--- config.mk ---
export PLATFORM = sky130hd
export DESIGN_NAME = tea_round
export DESIGN_NICKNAME = d
export VERILOG_FILES = /design/src/rtl/core/tea_pkg.sv /design/src/rtl/core/tea_round.sv
export SDC_FILE = /design/constraint.sdc
export NUM_CORES = 1
export LEC_CHECK = 0
export BUFFER_PORTS_ARGS = -buffer_cell sky130_fd_sc_hd__buf_4
export CAP_MARGIN = 10
export CORE_MARGIN = 8
export CORE_UTILIZATION = 34
export CTS_BUF_LIST = sky130_fd_sc_hd__clkbuf_4
export DETAILED_ROUTE_END_ITERATION = 12
export SYNTH_ARGS = -nofsm -noshare
export SYNTH_HDL_FRONTEND = slang
export SYNTH_SLANG_ARGS = --single-unit
export TNS_END_PERCENT = 30
--- constraint.sdc ---
create_clock -name clk -period 13.3 [get_ports clk]
set_clock_uncertainty 0.05 [all_clocks]
set_input_delay 3.325 -clock clk [delete_from_list [all_inputs] [get_ports clk]]
set_output_delay 3.325 -clock clk [all_outputs]
set_load 0.01 [all_outputs]
--- src/rtl/core/tea_pkg.sv ---
`timescale 1ns / 1ps

package tea_pkg;

  // Round constant added to the running sum once per cycle.
  localparam logic [31:0] TEA_DELTA = 32'h9e3779b9;

  // Configuration register indexes.
  localparam logic [2:0] REG_KEY0   = 3'd0;
  localparam logic [2:0] REG_KEY1   = 3'd1;
  localparam logic [2:0] REG_KEY2   = 3'd2;
  localparam logic [2:0] REG_KEY3   = 3'd3;
  localparam logic [2:0] REG_ROUNDS = 3'd4;

  // Direction codes.
  localparam logic FUNC_ENCRYPT = 1'b0;
  localparam logic FUNC_DECRYPT = 1'b1;

  // Reset values of the key words and the cycle count.
  localparam logic [31:0] KEY0_RESET   = 32'h46343341;
  localparam logic [31:0] KEY1_RESET   = 32'h31373739;
  localparam logic [31:0] KEY2_RESET   = 32'h30314345;
  localparam logic [31:0] KEY3_RESET   = 32'h35414342;
  localparam logic [6:0]  ROUNDS_RESET = 7'd16;

  // Four key words, indexed by the two key select bits.
  typedef logic [3:0][31:0] key_t;

  // Control that travels down the pipeline with each request.
  typedef struct packed {
    logic valid;
    logic func;
  } ctrl_t;

  // The mixing term of one half-step.
  function automatic logic [31:0] tea_mix(input logic [31:0] w,
                                          input logic [31:0] sum,
                                          input logic [31:0] k);
    return ((w << 4) ^ (w >> 5)) + (w ^ sum) + k;
  endfunction

endpackage

--- src/rtl/core/tea_round.sv ---
`timescale 1ns / 1ps

// One TEA cycle as two register stages, one half-step in each. The running
// sums are fixed per position, so they are elaboration constants here.
module tea_round
  import tea_pkg::*;
#(
  parameter int MAX_ROUNDS = 64,
  parameter int ROUND_IDX  = 0,
  parameter int RW         = $clog2(MAX_ROUNDS + 1)
) (
  input  logic          clk,
  input  logic          rst,
  input  key_t          key,
  input  ctrl_t         in_ctrl,
  input  logic [RW-1:0] in_rounds,
  input  logic [31:0]   in_y,
  input  logic [31:0]   in_z,
  output ctrl_t         out_ctrl,
  output logic [RW-1:0] out_rounds,
  output logic [31:0]   out_y,
  output logic [31:0]   out_z
);

  // Encryption runs in the first positions, decryption in the last ones.
  localparam logic [31:0] SUM_ENC_A = TEA_DELTA * 32'(ROUND_IDX);
  localparam logic [31:0] SUM_ENC_B = TEA_DELTA * 32'(ROUND_IDX + 1);
  localparam logic [31:0] SUM_DEC_A = TEA_DELTA * 32'(MAX_ROUNDS - ROUND_IDX);
  localparam logic [31:0] SUM_DEC_B = TEA_DELTA * 32'(MAX_ROUNDS - ROUND_IDX - 1);
  localparam logic [RW-1:0] ENC_LIMIT = RW'(ROUND_IDX);
  localparam logic [RW-1:0] DEC_LIMIT = RW'(MAX_ROUNDS - ROUND_IDX);

  ctrl_t         mid_ctrl;
  logic [RW-1:0] mid_rounds;
  logic [31:0]   mid_y;
  logic [31:0]   mid_z;
  logic [31:0]   mid_y_next;
  logic [31:0]   mid_z_next;
  logic [31:0]   out_y_next;
  logic [31:0]   out_z_next;
  logic          act_a;
  logic          act_b;

  // First half-step: y on encrypt, z on decrypt.
  always_comb begin
    mid_y_next = in_y;
    mid_z_next = in_z;
    if (in_ctrl.func == FUNC_DECRYPT) begin
      act_a = (in_rounds >= DEC_LIMIT);
      if (act_a) begin
        mid_z_next = in_z - tea_mix(in_y, SUM_DEC_A, key[SUM_DEC_A[12:11]]);
      end
    end else begin
      act_a = (in_rounds > ENC_LIMIT);
      if (act_a) begin
        mid_y_next = in_y + tea_mix(in_z, SUM_ENC_A, key[SUM_ENC_A[1:0]]);
      end
    end
  end

  // Second half-step: z on encrypt, y on decrypt.
  always_comb begin
    out_y_next = mid_y;
    out_z_next = mid_z;
    if (mid_ctrl.func == FUNC_DECRYPT) begin
      act_b = (mid_rounds >= DEC_LIMIT);
      if (act_b) begin
        out_y_next = mid_y - tea_mix(mid_z, SUM_DEC_B, key[SUM_DEC_B[1:0]]);
      end
    end else begin
      act_b = (mid_rounds > ENC_LIMIT);
      if (act_b) begin
        out_z_next = mid_z + tea_mix(mid_y, SUM_ENC_B, key[SUM_ENC_B[12:11]]);
      end
    end
  end

  // Control registers: valid bits clear on reset.
  always_ff @(posedge clk) begin
    if (rst) begin
      mid_ctrl <= '0;
      out_ctrl <= '0;
    end else begin
      mid_ctrl <= in_ctrl;
      out_ctrl <= mid_ctrl;
    end
  end

  // Data registers advance every cycle.
  always_ff @(posedge clk) begin
    mid_rounds <= in_rounds;
    mid_y      <= mid_y_next;
    mid_z      <= mid_z_next;
    out_rounds <= mid_rounds;
    out_y      <= out_y_next;
    out_z      <= out_z_next;
  end

endmodule

* Yosys cells after proc, flatten, opt, wreduce, memory -nomap -nowiden
Index checks and enable logic that the tools add are counted.
** Cells by class
- $add $sub $neg :: 12
- $lt $le $gt $ge :: 4
- Mux-type cells :: 8
- Bitwise gates (word level) :: 7
** Operator list (count)
- adder 32 bit :: 10
- two-way mux 32 bit :: 8
- bitwise XOR 32 x 27 -> 32 bit :: 4
- subtractor 32 bit :: 2
- inverter 20 bit :: 2
- inverter 16 bit :: 1
- >= comparator 7 bit, second input constant :: 2
- greater-than comparator 7 x 1 -> 1 bit, second input constant :: 2
** Word-level totals
- Bits in registers :: 146
- Input bits :: 203
- Word-level logic and storage cells :: 41

* Longest topological paths before layout
- Depth after elaboration :: 6
- Mapped depth :: 18
- Gate-level depth less buffers :: 18

* Worst setup path after synthesis
OpenSTA, ideal clock, no wires.
- Kind :: input to register
- Start :: input key[97] (netlist bit)
- End :: register out_z[31]
- Library setup time :: 0.120 ns
- Arrival :: 6.667 ns
- Required time :: 13.130 ns
- Setup slack :: 6.463 ns
- Cell stages on the path :: 17
- Path buffers :: 0
- Cells stage by stage :: inv_1 -> fa_1 -> fa_1 -> inv_1 -> ha_1 -> inv_1 -> fa_1 -> inv_1 -> a21oi_1 -> o21bai_2 -> a31oi_1 -> o311ai_1 -> a311o_1 -> nand4_1 -> a21o_1 -> and3_1 -> xnor2_1
** On the way
- Cells in the longest elaborated chain, start to end :: 4
** Ends and longest elaborated chain
- from (decl) :: RTL line tea_round.sv:14 : input key_t key,
- adder 32 bit :: RTL line tea_pkg.sv:39 : return ((w << 4) ^ (w >> 5)) + (w ^ sum) + k;
- adder 32 bit :: RTL line tea_round.sv:73 : out_z_next = mid_z + tea_mix(mid_y, SUM_ENC_B, key[SUM_ENC_B[12:11]]);
- two-way mux 32 bit :: RTL line tea_round.sv:72 : if (act_b) begin
- two-way mux 32 bit :: RTL line tea_round.sv:65 : if (mid_ctrl.func == FUNC_DECRYPT) begin
- named net out_z_next[31] :: RTL line tea_round.sv:40 : logic [31:0] out_z_next;
- to (signal assigned) :: RTL line tea_round.sv:96 : out_z <= out_z_next;
- to (decl) :: RTL line tea_round.sv:22 : output logic [31:0] out_z
The timed path passes the listed nets, and every way through them passes these cells.
A chain may end at the register's enable or synchronous reset.

* Worst setup path in the final report
- Start :: input key[97] (netlist bit)
- End :: register out_z[29]
Same word-level chain as after synthesis.

==> summary by stage <==
Synthesis
The number of different library cells used by synthesis comes to 73. The arithmetic-cell share of the synthesized area counting full adders, half adders and majority gates is 35.9%. The area share of the leading cell type in the synthesized netlist is 27.3%.

The total standard cell area after synthesis is 18,200 sq um. Sorting the synthesized cells by area gives the leading types as fa_1, dfxtp_1, inv_1. The main flop type after synthesis is dfxtp_1. The synthesized design contains 146 register bits.

The Yosys warning count is 0. The simple-gate share of the synthesized area is 9.38%. The number of cells produced by synthesis is 2,130.

The top cell type by total area after synthesis is fa_1. The complex-gate fraction of the synthesized area is 15.8%. By area, the combinational part of the netlist is dominated by adder cells.

The fraction of the yosys area taken by sequential cells is 16.1%. Summing the areas of all xor and xnor instances in the mapped netlist gives 10.4% of the synthesized area. The mean post-synth cell area is 8.55 sq um. Counting flops with an async set or reset pin after synthesis yields a share of 0%. In the synthesized netlist, mux cells make up 0.543% of the area. Counting every net in the synthesized netlist gives 2,707. The number of synthesized flops with an enable pin is 0.

Timing
The max-slew violation total from the final report is 0. The tightest hold margin is 0.307 ns. Timing would allow up to 142 MHz.

The post-route minimum period is 7.02 ns. The number of hold-slack violations in the final timing report was 0. Setup repair after global routing left no endpoint under its margin. The final setup violation count is 0. In the final timing run, aggregate negative setup slack is 0 ns. For the pin with the worst max-slew slack, the measured transition is 0.706 ns. The share of the cycle needed by the critical path after routing is 52.8%. The worst slew margin relative to its limit is 52.2%.

Die
The effective utilization at floorplan is 34.1%. The die footprint is 61,200 sq um. For this design the top-level I/O count stands at 276. The height of the die is 247 microns. The placement row count is 85. The horizontal die dimension is 247 microns.

The core region is 53,400 sq um.

Cells and area
The footprint of the flip-flops and latches is 2920 sq um. The final standard cell count with taps included and fillers excluded is 3,053. The net count of the finished layout is 2,919.

The layout has 5,476 filler cells. The multi-input combinational cell area is 13,100 sq um. From synthesis to final layout, the design area changed by 15.4%. Of the cells placed in the final design, the portion with a size suffix greater than 1 is 13.1%.

Drt
After detailed routing, the met3 layer carries 2800 microns of wire. The total length of routed wires is 56,200 microns. In the routed layout, each cell is associated on average with a via count of 4.78. The routed metal-1 wirelength is 25,600 microns. Summed over all nets, wire length on met2 after detailed routing comes to 26,500 microns.

The DRC violation total after the first TritonRoute iteration is 864. The first detailed-routing pass took 5 iterations. The uppermost layer routed is met4. The routed via count is 14,585.

The count of nets left with antenna violations once routing finished came out at 0. After detailed routing, the average wire length per cell comes to 18.4 microns. After detailed routing, the number of remaining DRC violations is 0.

Critical path
The data arrival time of the critical path is 7.45 ns. In this run the worst path has a maximum fanout of 4. The endpoint required time on the critical path is 13.73 ns. The capturing element type of the critical path is a flip-flop. Measured in cells, the most critical reg-to-reg path has a length of 17. The worst setup path is of the input port to flip-flop kind. The worst setup path is launched from an input port.

Job
The number of maximum-capacitance violations is 0.

Clock network
The clock insertion delay at the later pin of the skew report is 0.62 ns. The tree is rooted in a clkbuf_4. CTS saw 146 sinks. The clock tree synthesis step divided the H-tree into 4 levels. Clock tree synthesis inserted a total of 17 buffers. TritonCTS built the clock tree. Counting along the longest clock path gives a buffer depth of 2. The post-CTS setup-driven buffer insertion count is 0. The total of cells resized after clock tree synthesis is 0. The clock slew at the register clock pins of the worst setup and hold paths is 0.13 ns. Buffers inserted to repair hold after CTS numbered 0.

Placed design
The detailed placer's ending HPWL is 49,200 microns. The number of cells in the design after placement is 3,019. Port buffering added 243 buffers. At the end of routability-driven placement, the weighted congestion stood at 0.920.

Outcome
The run finished with clean final reports.

Global routing
The number of global-route vias before repair came to 15,338. The first global-routing pass estimated 86,500 microns of wire. The residual overflow from global routing is 0. Entering global routing, the biggest net connects 66 pins. The global-route usage over all layers is 18.5%. The number of antenna violations at the first check in global routing is 2.

Min path
The path category of the worst min-delay check is flip-flop to flip-flop. The cell depth of the worst min-delay path is 0.
## state kept, by name (all words and copies together) (netlist names)
name and cells:
mid_ctrl 2, mid_rounds 7, mid_y 32, mid_z 32
out_ctrl 2, out_rounds 7, out_y 32, out_z 32
## through the flow
stage          utilization (%)  worst slack [ns]  area, sq um
6_report                  39.3              6.28        21000
5_1_grt                   39.3              6.12        21000
4_1_cts                   39.3              6.37        21000
3_5_place_dp              38.8              5.68        20700
3_3_place_gp              38.8              5.73        20700
2_1_floorplan                -              6.46        18200
## synth_stat cells (3+ instances only)
library cell and instances:
a21oi_1 96, nand3b_1 3, or2_2 3, nor3b_1 6, o311ai_1 3, and3_1 17, fa_1 248, o31ai_1 12
nand2_1 167, a2111oi_0 3, a41oi_1 8, a21boi_0 4, inv_1 523, nor2_1 30, o211ai_1 9, and4_1 4
xnor2_1 136, nor3_1 16, mux2_2 7, nor4_1 4, o21a_1 10, nand4_1 13, a211o_1 3, o21bai_1 10
clkbuf_1 52, xor2_1 80, o21ai_1 24, nand3_1 30, dfxtp_1 146, nand2b_1 15, and2_1 9, or2_1 3
a31oi_1 17, ha_1 126, o21ai_0 137, a311oi_1 4, a21o_1 82, nor2b_1 22, a21oi_2 3
## final timing paths
kind	from	to	slack (ns)
setup reg to reg	mid_y[1]	out_z[29]	8.52
setup / recovery	key[97]	out_z[29]	6.28
hold / removal	mid_rounds[3]	out_rounds[3]	0.31
hold reg to reg	mid_rounds[3]	out_rounds[3]	0.31
## critical path, stage by stage
cell and delay, ns:
buf_4 0.09, inv_1 0.05, fa_1 0.55, fa_1 0.40, inv_1 0.06, ha_1 0.17, inv_1 0.07, fa_1 0.45
inv_1 0.07, a21oi_1 0.06, o21bai_2 0.20, a31oi_1 0.21, o311ai_1 0.68, a311oi_1 0.28, o211ai_1 0.35, a41oi_1 0.18
xor2_1 0.16, o21ai_1 0.07
## layer usage
layer / vias to the layer above / global-route usage [%]
li1: 7122 / -
met1: 6968 / 24.5
met2: 417 / 31.1
met3: 78 / 2.22
met4: 0 / 5.83
met5: - / 0
## cells in the final DEF (no fill, tap or decap), types with 6 or more instances in the layout
master	n
a21o_1	81
a21oi_1	96
a31oi_1	17
a41oi_1	8
and2_1	9
and3_1	17
buf_4	248
clkbuf_4	19
dfxtp_1	146
fa_1	248
ha_1	126
inv_1	523
inv_6	6
mux2_2	7
nand2_1	165
nand2b_1	15
nand3_1	30
nand4_1	13
nor2_1	30
nor2b_1	22
nor3_1	16
nor3b_1	6
o211ai_1	9
o21a_1	10
o21ai_0	137
o21ai_1	24
o21bai_1	10
o31ai_1	12
xnor2_1	136
xor2_1	80
## cell type report
class / count / share of cell area [%]
multi-input cells: 1406 / 62.4
diodes: 2 / 0.0238
clock buffers: 19 / 0.679
well taps: 696 / 4.15
flip-flops and latches: 146 / 13.9
repair buffers: 248 / 8.86
inverters: 523 / 9.35
clock inverters: 13 / 0.590
## kinds of logic (layout without fill, tap and decap cells)
group	count (synthesis)	count (layout)
xor+xnor	216	216
mux	9	9
simple gates	352	352
other cells	0	2
fa+ha+maj	374	374
compound gates	455	455
flops	146	146
buf+inv	578	803
Power is not shown: default switching activity piles up to over one toggle a cycle in this logic, so the estimate is an artifact.
